File: src/rtl/core/assert_macros.svh
// assertion macros shared by the framer modules
`ifndef ASSERT_MACROS_SVH
`define ASSERT_MACROS_SVH

// implication within the same cycle, checked out of reset
`define ASSERT_IMP(lbl, ante, cons, msg) \
  lbl: assert property (@(posedge clk) disable iff (!rst_n) (ante) |-> (cons)) \
    else $error(msg);

// implication in the next cycle, checked out of reset
`define ASSERT_NXT(lbl, ante, cons, msg) \
  lbl: assert property (@(posedge clk) disable iff (!rst_n) (ante) |=> (cons)) \
    else $error(msg);

`endif

File: src/rtl/core/cpsf_pkg.sv
// types, constants and helper functions of the crc-32 packet symbol framer
`timescale 1ns / 1ps
`default_nettype none

package cpsf_pkg;

  localparam logic [31:0] CRC_POLY = 32'hEDB88320;
  localparam logic [31:0] CRC_INIT = 32'hFFFFFFFF;
  localparam int unsigned CNT_W    = 6;  // holds up to 40 symbols
  localparam int unsigned SHIFT_W  = 40; // data byte plus four crc bytes

  // symbol width codes
  typedef enum logic [1:0] {
    SYM_W1 = 2'd0,
    SYM_W2 = 2'd1,
    SYM_W4 = 2'd2,
    SYM_W8 = 2'd3
  } sym_wlog2_t;

  // one request handed from the framing stage to the serialiser
  typedef struct packed {
    logic [7:0]  data;
    logic [31:0] crc;     // inverted crc, meaningful when finish is set
    logic        finish;
    logic [1:0]  wlog2;
  } job_t;

  // reflected crc-32 over one byte
  function automatic logic [31:0] crc_byte(input logic [31:0] crc_in, input logic [7:0] b);
    logic [31:0] c;
    c = crc_in ^ {24'd0, b};
    for (int k = 0; k < 8; k++) begin
      c = c[0] ? ((c >> 1) ^ CRC_POLY) : (c >> 1);
    end
    return c;
  endfunction

  // mask of the low symbol bits
  function automatic logic [7:0] sym_mask(input logic [1:0] wl);
    logic [7:0] m;
    unique case (sym_wlog2_t'(wl))
      SYM_W1: m = 8'h01;
      SYM_W2: m = 8'h03;
      SYM_W4: m = 8'h0F;
      SYM_W8: m = 8'hFF;
      default: m = 8'h01;
    endcase
    return m;
  endfunction

  // number of symbols one request produces
  function automatic logic [CNT_W-1:0] sym_count(input logic [1:0] wl, input logic fin);
    logic [CNT_W-1:0] n;
    unique case (sym_wlog2_t'(wl))
      SYM_W1: n = fin ? 6'd40 : 6'd8;
      SYM_W2: n = fin ? 6'd20 : 6'd4;
      SYM_W4: n = fin ? 6'd10 : 6'd2;
      SYM_W8: n = fin ? 6'd5  : 6'd1;
      default: n = 6'd8;
    endcase
    return n;
  endfunction

endpackage

`default_nettype wire

File: src/rtl/core/cpsf_front.sv
// framing stage: packet phase tracking and running crc, one byte a cycle while in_ready is high
`timescale 1ns / 1ps
`default_nettype none
`include "assert_macros.svh"

module cpsf_front import cpsf_pkg::*; (
  input  wire logic       clk,
  input  wire logic       rst_n,
  input  wire logic       in_valid,
  output logic            in_ready,
  input  wire logic [7:0] in_data_byte,
  input  wire logic [1:0] sym_wlog2,
  input  wire logic       job_take,
  output logic            job_valid,
  output job_t            job
);

  logic        phase_r, phase_nxt;
  logic [7:0]  remain_r, remain_nxt;
  logic [31:0] crc_r, crc_nxt;
  logic        job_valid_r, job_valid_nxt;
  job_t        job_r, job_nxt;

  logic        in_acc;
  logic [31:0] crc_upd;
  logic [7:0]  remain_dec;
  logic        finish;

  // request register frees up when the serialiser takes it
  assign in_ready = !job_valid_r || job_take;
  assign in_acc   = in_valid && in_ready;

  // crc and frame bookkeeping for the incoming byte
  always_comb begin
    crc_upd    = crc_byte(crc_r, in_data_byte);
    remain_dec = remain_r - 8'd1;
    finish     = phase_r ? (remain_dec == 8'd0) : (in_data_byte == 8'd0);

    phase_nxt     = phase_r;
    remain_nxt    = remain_r;
    crc_nxt       = crc_r;
    job_valid_nxt = job_valid_r && !job_take;
    job_nxt       = job_r;

    if (in_acc) begin
      job_valid_nxt = 1'b1;
      job_nxt.data   = in_data_byte;
      job_nxt.crc    = ~crc_upd;
      job_nxt.finish = finish;
      job_nxt.wlog2  = sym_wlog2;
      if (finish) begin
        phase_nxt  = 1'b0;
        remain_nxt = 8'd0;
        crc_nxt    = CRC_INIT;
      end else begin
        phase_nxt  = 1'b1;
        remain_nxt = phase_r ? remain_dec : in_data_byte;
        crc_nxt    = crc_upd;
      end
    end
  end

  // state registers
  always_ff @(posedge clk) begin
    if (!rst_n) begin
      phase_r     <= 1'b0;
      remain_r    <= 8'd0;
      crc_r       <= CRC_INIT;
      job_valid_r <= 1'b0;
    end else begin
      phase_r     <= phase_nxt;
      remain_r    <= remain_nxt;
      crc_r       <= crc_nxt;
      job_valid_r <= job_valid_nxt;
    end
  end

  // request payload
  always_ff @(posedge clk) begin
    job_r <= job_nxt;
  end

  assign job_valid = job_valid_r;
  assign job       = job_r;

  // checks
  `ASSERT_NXT(a_len_opens_packet, in_acc && !phase_r && (in_data_byte != 8'd0), phase_r,
              "nonzero length byte did not open a packet")
  `ASSERT_NXT(a_end_resets_crc, in_acc && finish, (crc_r == CRC_INIT) && !phase_r,
              "crc or phase not restored at packet end")

endmodule

`default_nettype wire

File: src/rtl/core/cpsf_ser.sv
// symbol serialiser: cuts each request into symbols, low bits first
`timescale 1ns / 1ps
`default_nettype none
`include "assert_macros.svh"

module cpsf_ser import cpsf_pkg::*; (
  input  wire logic       clk,
  input  wire logic       rst_n,
  input  wire logic       job_valid,
  input  job_t            job,
  output logic            job_take,
  output logic            out_valid,
  input  wire logic       out_ready,
  output logic [7:0]      out_symbol,
  output logic            out_run_end,
  output logic            out_packet_end
);

  logic                 valid_r, valid_nxt;
  logic [SHIFT_W-1:0]   shift_r, shift_nxt;
  logic [CNT_W-1:0]     cnt_r, cnt_nxt;
  logic                 fin_r, fin_nxt;
  logic [1:0]           wl_r, wl_nxt;

  logic                 last;
  logic                 adv;
  logic [SHIFT_W-1:0]   shifted;

  assign last     = (cnt_r == 6'd1);
  assign adv      = valid_r && out_ready;
  assign job_take = job_valid && (!valid_r || (adv && last));

  // shift by one symbol width
  always_comb begin
    unique case (sym_wlog2_t'(wl_r))
      SYM_W1: shifted = {1'b0, shift_r[SHIFT_W-1:1]};
      SYM_W2: shifted = {2'b0, shift_r[SHIFT_W-1:2]};
      SYM_W4: shifted = {4'b0, shift_r[SHIFT_W-1:4]};
      SYM_W8: shifted = {8'b0, shift_r[SHIFT_W-1:8]};
      default: shifted = shift_r;
    endcase
  end

  // load a new request or step through the current one
  always_comb begin
    valid_nxt = valid_r;
    shift_nxt = shift_r;
    cnt_nxt   = cnt_r;
    fin_nxt   = fin_r;
    wl_nxt    = wl_r;
    if (job_take) begin
      valid_nxt = 1'b1;
      shift_nxt = {job.crc, job.data};
      cnt_nxt   = sym_count(job.wlog2, job.finish);
      fin_nxt   = job.finish;
      wl_nxt    = job.wlog2;
    end else if (adv) begin
      if (last) begin
        valid_nxt = 1'b0;
      end else begin
        shift_nxt = shifted;
        cnt_nxt   = cnt_r - 6'd1;
      end
    end
  end

  always_ff @(posedge clk) begin
    if (!rst_n) begin
      valid_r <= 1'b0;
      cnt_r   <= '0;
    end else begin
      valid_r <= valid_nxt;
      cnt_r   <= cnt_nxt;
    end
  end

  always_ff @(posedge clk) begin
    shift_r <= shift_nxt;
    fin_r   <= fin_nxt;
    wl_r    <= wl_nxt;
  end

  // result outputs
  assign out_valid      = valid_r;
  assign out_symbol     = shift_r[7:0] & sym_mask(wl_r);
  assign out_run_end    = last;
  assign out_packet_end = last && fin_r;

  // checks
  `ASSERT_IMP(a_cnt_live, valid_r, cnt_r != 6'd0, "symbol count empty while valid")
  `ASSERT_IMP(a_pkt_end_run_end, valid_r && out_packet_end, out_run_end,
              "packet end without run end")
  `ASSERT_NXT(a_drain_idle, adv && last && !job_valid, !valid_r,
              "serialiser stayed busy after its last symbol")

endmodule

`default_nettype wire

File: src/rtl/core/crc32_packet_symbol_framer_core.sv
// top level of the crc-32 packet symbol framer
`timescale 1ns / 1ps
`default_nettype none

// Packet bytes enter one per request: the first byte of a packet is its payload
// length, and the length byte plus payload run through a reflected CRC-32 (init
// all ones, inverted at the end). Every byte leaves as 8, 4, 2 or 1 symbols of
// 1, 2, 4 or 8 bits, lowest bits first, set by cfg_wdata; the width is sampled
// when a byte is taken. On the last payload byte, or a zero length byte, the
// four CRC bytes follow low byte first, and out_packet_end marks the final
// symbol. The serialiser emits one symbol per cycle while out_ready is high; a
// byte yields 8 >> w symbols (w = width code), five times that when it closes a
// packet; the framing stage holds one byte ahead, so input is taken every cycle
// at 8-bit symbols while out_ready stays high and no packet closes, and once per
// symbol run otherwise. Each byte passes the request and shift registers.
module crc32_packet_symbol_framer_core import cpsf_pkg::*; (
  input  wire logic       clk,
  input  wire logic       rst_n,
  input  wire logic       in_valid,
  output logic            in_ready,
  input  wire logic [7:0] in_data_byte,
  output logic            out_valid,
  input  wire logic       out_ready,
  output logic [7:0]      out_symbol,
  output logic            out_run_end,
  output logic            out_packet_end,
  input  wire logic       cfg_we,
  input  wire logic [1:0] cfg_wdata
);

  logic [1:0] sym_wlog2_r;
  logic       job_valid;
  logic       job_take;
  job_t       job;

  // symbol width register
  always_ff @(posedge clk) begin
    if (!rst_n) begin
      sym_wlog2_r <= SYM_W1;
    end else if (cfg_we) begin
      sym_wlog2_r <= cfg_wdata;
    end
  end

  // framing and crc stage
  cpsf_front u_front (
    .clk          (clk),
    .rst_n        (rst_n),
    .in_valid     (in_valid),
    .in_ready     (in_ready),
    .in_data_byte (in_data_byte),
    .sym_wlog2    (sym_wlog2_r),
    .job_take     (job_take),
    .job_valid    (job_valid),
    .job          (job)
  );

  // symbol serialiser
  cpsf_ser u_ser (
    .clk            (clk),
    .rst_n          (rst_n),
    .job_valid      (job_valid),
    .job            (job),
    .job_take       (job_take),
    .out_valid      (out_valid),
    .out_ready      (out_ready),
    .out_symbol     (out_symbol),
    .out_run_end    (out_run_end),
    .out_packet_end (out_packet_end)
  );

endmodule

`default_nettype wire

File: config.mk
export PLATFORM = sky130hd
export DESIGN_NAME = crc32_packet_symbol_framer_core
export DESIGN_NICKNAME = d
export VERILOG_FILES = /design/src/rtl/core/cpsf_pkg.sv /design/src/rtl/core/cpsf_front.sv /design/src/rtl/core/cpsf_ser.sv /design/src/rtl/core/crc32_packet_symbol_framer_core.sv
export VERILOG_INCLUDE_DIRS = /design/src /design/src/rtl/core
export SDC_FILE = /design/constraint.sdc
export NUM_CORES = 1
export LEC_CHECK = 0
export ABC_AREA = 1
export BUFFER_PORTS_ARGS = -buffer_cell sky130_fd_sc_hd__buf_2
export CAP_MARGIN = 10
export CORE_MARGIN = 2
export CORE_UTILIZATION = 45
export DETAILED_ROUTE_END_ITERATION = 12
export HOLD_SLACK_MARGIN = 0.08
export PLACE_DENSITY = 0.58
export SLEW_MARGIN = 20
export SYNTH_ARGS = -nofsm -noshare
export SYNTH_HDL_FRONTEND = slang
export SYNTH_SLANG_ARGS = --single-unit
File: constraint.sdc
create_clock -name clk -period 3.4 [get_ports clk]
set_clock_uncertainty 0.1 [all_clocks]
set_input_delay 0.17 -clock clk [delete_from_list [all_inputs] [get_ports clk]]
set_output_delay 0.17 -clock clk [all_outputs]
set_load 0.05 [all_outputs]
Word-level counts from Yosys, hierarchy flattened
Index checks and enable logic that the tools add are counted.
{ "totals": {"register_bits": 137, "in_bits": 15, "wordCells": 84, "output_inout_bits": 12} }
{ "classes": {"n_mux": 30, "add_sub_neg": 2, "bitwise_logic": 11, "n_reduce_logical": 19, "n_eq_ne": 8} }
{ "op_table": {"columns": ["operator", "n"], "rows": [
  ["$mux 32", 9],
  ["$pmux 40 s4", 1],
  ["$mux 40", 3],
  ["$not 13->14", 8],
  ["$not 32->32", 1],
  ["$pmux 8 s4", 1],
  ["$xor 32x8->32", 1],
  ["$mux 6", 4],
  ["$pmux 6 s4", 1],
  ["$logic_not 8->1", 2],
  ["$mux 8", 2],
  ["$and 8x8->8", 1],
  ["$eq 2x2->1 const B", 4],
  ["$sub 8x1->8 const B", 1],
  ["$eq 6x1->1 const B", 1],
  ["$logic_and 1x1->1", 6],
  ["$mux 1", 6],
  ["$sub 6x1->6 const B", 1],
  ["$mux 5", 1],
  ["$eq 2x1->1 const B", 2],
  ["$logic_not 2->1", 2],
  ["$mux 4", 1],
  ["$reduce_and 2->1", 2],
  ["$reduce_bool 2->1", 2],
  ["4 further kinds", 7]
]} }

Logic depth before layout (Yosys ltp)
{ "depth": {"ltp_word": 18, "ltp_mapped": 15} }

By module
From an unflattened synthesis, not the netlist that was laid out.
{ "unflattened": {"cells_unflattened": 1015, "area_unflattened_um2": 7788.7} }
{ "modules_own_cells": {"columns": ["module", "instances", "area_per_inst_um2", "seq_area_each_um2", "cells_each"], "rows": [
  ["cpsf_front", 1, 4514.3, 2132.0, 577],
  ["cpsf_ser", 1, 3196.8, 1431.4, 426],
  ["crc32_packet_symbol_framer_core", 1, 77.6, 40.0, 12]
]} }

Least setup slack after synthesis
No wires, ideal clock.
{ "synth_timing": {"kind": "flip-flop to flip-flop", "startpoint": "reg u_ser.valid_r (netlist: u_ser.out_valid)", "endpoint": "reg u_ser.cnt_r[0]", "required_time_ns": 3.186, "slack_ns": 0.889, "t_arrival_ns": 2.297, "path_stages_with_launch": 8, "cell_sequence": "dfxtp_1 nand2_2 nand2_1 nand2_1 inv_1 o21ai_0 o21ai_1 inv_1"} }
{ "synth_via": {"elab_chain_cells": 6, "elab_cells_between_ends": 9, "cone_classes": "eq/ne (1); mux (1); reduce/logical (7)"} }
{ "synth_rtl": {"columns": ["element", "line_no", "source"], "rows": [
  ["start: declaration", "cpsf_ser.sv:19", "logic valid_r, valid_nxt;"],
  ["start signal: assignment", "cpsf_ser.sv:72", "valid_r <= valid_nxt;"],
  ["$logic_and 1x1->1", "cpsf_ser.sv:30", "assign adv = valid_r && out_ready;"],
  ["$logic_and 1x1->1", "cpsf_ser.sv:31", "assign job_take = job_valid && (!valid_r || (adv && last));"],
  ["$logic_or 1x1->1", "cpsf_ser.sv:31", null],
  ["$logic_and 1x1->1", "cpsf_ser.sv:31", null],
  ["$ne 2x2->1 (no source line) / $reduce_bool 2->1 (equally long branches)", null, null],
  ["$reduce_and 2->1 (no source line)", null, null],
  ["end signal: assignment", "cpsf_ser.sv:73", "cnt_r <= cnt_nxt;"],
  ["end: declaration", "cpsf_ser.sv:21", "logic [CNT_W-1:0] cnt_r, cnt_nxt;"]
]} }
Parallel ways exist; a longest one is shown, timed or not.
A chain may end at the register's enable or synchronous reset.

Worst setup path in the final report
{ "layout_timing": {"startpoint": "reg u_front.remain_r[0]", "endpoint": "reg u_front.crc_r[0]"} }
{ "layout_via": {"elab_chain_cells": 4} }
{ "layout_rtl": {"columns": ["element", "line_no", "source"], "rows": [
  ["start: declaration", "cpsf_front.sv:19", "logic [7:0] remain_r, remain_nxt;"],
  ["start signal: assignment", "cpsf_front.sv:72", "remain_r <= remain_nxt;"],
  ["$sub 8x1->8", "cpsf_front.sv:36", "remain_dec = remain_r - 8'd1;"],
  ["$logic_not 8->1", "cpsf_front.sv:37", "finish = phase_r ? (remain_dec == 8'd0) : (in_data_byte == 8'd0);"],
  ["$mux 1", "cpsf_front.sv:37", null],
  ["$mux 32", "cpsf_front.sv:51", "if (finish) begin"],
  ["end signal: assignment", "cpsf_front.sv:73", "crc_r <= crc_nxt;"],
  ["end: declaration", "cpsf_front.sv:20", "logic [31:0] crc_r, crc_nxt;"]
]} }
Every way passes these cells.

==> results.yml <==
outcome:
  status: "finished, final reports clean"
logic_synthesis:
  ys_top_cells_by_count: "337 x nand2_1, 86 x edfxtp_1, 86 x inv_1"
  synth_area_mm2: 0.00773
  syn_avg_cell_area_um2: 7.91
  synth.distinct_cells: 44
  synth_edf_count: 86
  synth-warning-count: 0
  synth_top_cell_area_share_pct: 33.4
  syn_nets: 996
  syn_inst: 977
  synth.area.top_cells: "edfxtp_1 33%, nand2_1 16%, dfxtp_1 13%"
  synth_ff_type: "edfxtp_1"
  yosys.cell_count.top_type: "nand2_1"
  synth-async-reset-ratio_pct: 0
  synth_top_area_cell: "edfxtp_1"
  yosys_register_bits: 137
  ys_seq_area_share_pct: 46.6
clock_tree:
  clk_pin_slew_ns: 0.06
  cts_tree: "built"
  cts_buffer_depth: 2
  clkLatencyLatePin_ns: 0.42
  h-tree-depth: 4
  post-cts-setup-buffers: 0
  cts_resized: 0
  cts_num_sinks: 137
  numCtsBuffers: 17
  cts-root-buf: "clkbuf_16"
  cts_hold_buf: 15
run:
  drv_cap: 0
worst_hold_path:
  hp-class: "in -> reg"
  worst_hold_path.endpoint: "u_front.job_valid$_SDFF_PN0_"
  holdPathStages: 6
  min_from: "out_ready"
timing:
  fmax_ghz: 0.438
  report.final.slew_viol_count: 0
  fin_crit_sh_pct: 67.1
  period_needed_ns: 2.28
  relSlewSlack_pct: 48.7
  setup_violations: 0
  finalSetupTns_ns: 0
  tightest_slew_ns: 0.769
  rsz0062_at_grt: "no"
  final-hold-violation-count: 0
grt:
  grt-ovfl-total: 0
  grt_pass1_vias: 5786
  grt_pass1_wl_um: 31000
  antenna_found_initial: 0
  grt_util_all_layers_pct: 21.9
  grt_max_degree: 71
critical_path:
  crit_path_max_fanout: 30
  cp.required_ns: 3.57
  crit_slowest_cell: "nand2_2"
  ff2ff_setup_slack_ns: 1.12
  cpMostUsedCell: "nand2_1"
  worstSetupPathType: "reg -> reg"
  crit_family: "simple AND/OR/NAND/NOR gates"
  max_stage_delay_ns: 0.48
  cp.arrival_ns: 2.45
  worst_setup_path_start_kind: "register"
  crit_buf_inv: 2
  path_cells: "inv_1 > ha_1 > inv_1 > nor2_1 > nand2_1 > nand3_1 > nor2_1 > nand3_1 > nand2_1 > nand2_2 > nand2_1 > nand2_1 > nand3_1"
  worst-r2r-cell-count: 13
  r2r-end: "u_front.crc_r[0]$_SDFFE_PN1P_"
  worst_setup_path_end_kind: "register"
  r2r-start: "u_front.remain_r[0]$_SDFFE_PN0P_"
floorplan:
  coreArea_mm2: 0.0167
  start_util_pct: 46.3
  dieArea_mm2: 0.0182
  fp.dieH_um: 135
  ios: 27
  fp.dieW_um: 135
  row_count: 47
route:
  drtAntennaViolNets: 0
  wire_per_inst_um: 15.4
  num_vias: 6454
  drc: 0
  vias_per_cell: 5.21
  firstDrtPassIters: 5
  drt-total-wl_um: 19100
  drt_iter0_drc: 682
cells_and_area:
  num_antenna_cells: 0
  areaGrowthSynthToFinish_pct: 13.3
  fin_nets: 1025
  drive_gt1_share_pct: 13.9
  final_cell_count_no_fill: 1239
placed_design:
  hpwl_um: 13400
  gp_congestion: 0.909
  placedCellCount: 1192
  port-buffer-count: 26
power_and_ir_drop:
  ir_drop_mv: 0.393
  leakage_nw: 4.01
  p_per_area_mw_per_mm2: 660
==> cells by family (layout without fill, tap and decap cells) <==
kind of cell	count (synthesis)	in the layout	synth area share, %
flip-flops	137	137	46.6
buffers and inverters	143	185	8.01
adder cells (fa/ha/maj)	4	4	0.647
AO/OA/AOI/OAI	136	136	10.2
AND/OR/NAND/NOR	518	518	29.5
XOR/XNOR	39	39	5.00
==> metal layers <==
metal  global-route usage (%)  part of all wire [%]  up-vias
li1                         -                     -     3260
met1                     32.0                    49     2968
met2                     32.4                    44      197
met3                     5.14                   5.7       29
met4                     6.83                   1.8        0
met5                        0                     0        -
==> tightest hold or removal path, cell delays in order <==
cell and delay [ns]:
buf_2 0.07, inv_1 0.03, nand2_1 0.11, nand2_4 0.10, nand2_4 0.08, a21oi_1 0.05
==> registers in the layout (all words and copies together) (netlist names) <==
signal and cells:
sym_wlog2_r 2, u_ser.out_valid 1, u_front.remain_r 8, u_front.job_valid 1, u_ser.shift_r 40, u_ser.fin_r 1
u_front.crc_r 32, u_ser.cnt_r 6, u_front.phase_r 1, u_ser.wl_r 2, u_front.job 43
==> power breakdown <==
group          internal, mW  total (mW)  switching [mW]  leakage, nW
registers              2.15        2.33           0.187         1.26
clock network          1.23        1.95           0.713        0.305
logic                 0.494        1.50            1.00         2.44
total                  3.87        5.78            1.90         4.01
==> worst max path at each step <==
stage	startpoint	end	slack, ns	depth (start not counted)
floorplan	u_ser.out_valid$_SDFFE_PN0P_	u_ser.cnt_r[0]$_SDFFE_PN0P_	0.89	7
global placement	u_front.remain_r[0]$_SDFFE_PN0P_	u_front.crc_r[18]$_SDFFE_PN1P_	1.20	13
detailed placement	u_front.remain_r[0]$_SDFFE_PN0P_	u_front.crc_r[0]$_SDFFE_PN1P_	1.13	13
CTS	u_front.remain_r[0]$_SDFFE_PN0P_	u_front.crc_r[0]$_SDFFE_PN1P_	1.12	13
global route	u_front.remain_r[0]$_SDFFE_PN0P_	u_front.crc_r[0]$_SDFFE_PN1P_	0.90	13
finish	u_front.remain_r[0]$_SDFFE_PN0P_	u_front.crc_r[0]$_SDFFE_PN1P_	1.12	13
==> area by class of cell <==
cell class	instances	area [um^2]
Clock buffer	21	482
Clock inverter	11	141
Fill cell	1611	7950
Inverter	104	393
Multi-Input combinational cell	697	3510
Sequential cell	137	3600
Tap cell	220	275
Timing Repair Buffer	49	353
==> stage by stage <==
step           hold slack (ns)  cell area, um^2  setup WS [ns]  util, %  power [mW]
3_3_place_gp             0.300             7980           1.20     47.8        3.84
5_1_grt                  0.189             8750          0.896     52.4        6.11
6_report                 0.144             8750           1.12     52.4        5.78
2_1_floorplan            0.169             7730          0.889        -        3.45
3_5_place_dp             0.307             7980           1.13     47.8        3.84
4_1_cts                  0.135             8750           1.12     52.4        5.80
==> placed cells by master, fill, tap and decap left out, types with 3 or more instances in the layout <==
master	netlist	final
o21bai_1	3	3
o21ai_1	20	20
a221oi_1	9	9
clkbuf_16	0	18
dlygate4sd3_1	0	15
inv_1	86	86
nand3_1	73	73
inv_4	1	3
buf_4	3	7
nor2_2	5	5
xor2_1	24	24
xor2_2	4	4
dfxtp_1	51	51
nand4_1	8	8
nand2_1	337	337
a31oi_1	5	5
buf_2	19	26
o211ai_1	7	7
a22oi_1	3	3
o2111ai_1	3	3
nor2_1	41	41
inv_2	16	16
bufinv_16	0	3
xnor2_1	9	9
a21oi_1	42	42
nor3_1	4	4
ha_1	4	4
o22ai_1	8	8
nand2_4	10	10
edfxtp_1	86	86
o21ai_0	30	30
nand2_2	33	33
clkinv_2	0	3
Power figures use the tool's default switching activity.
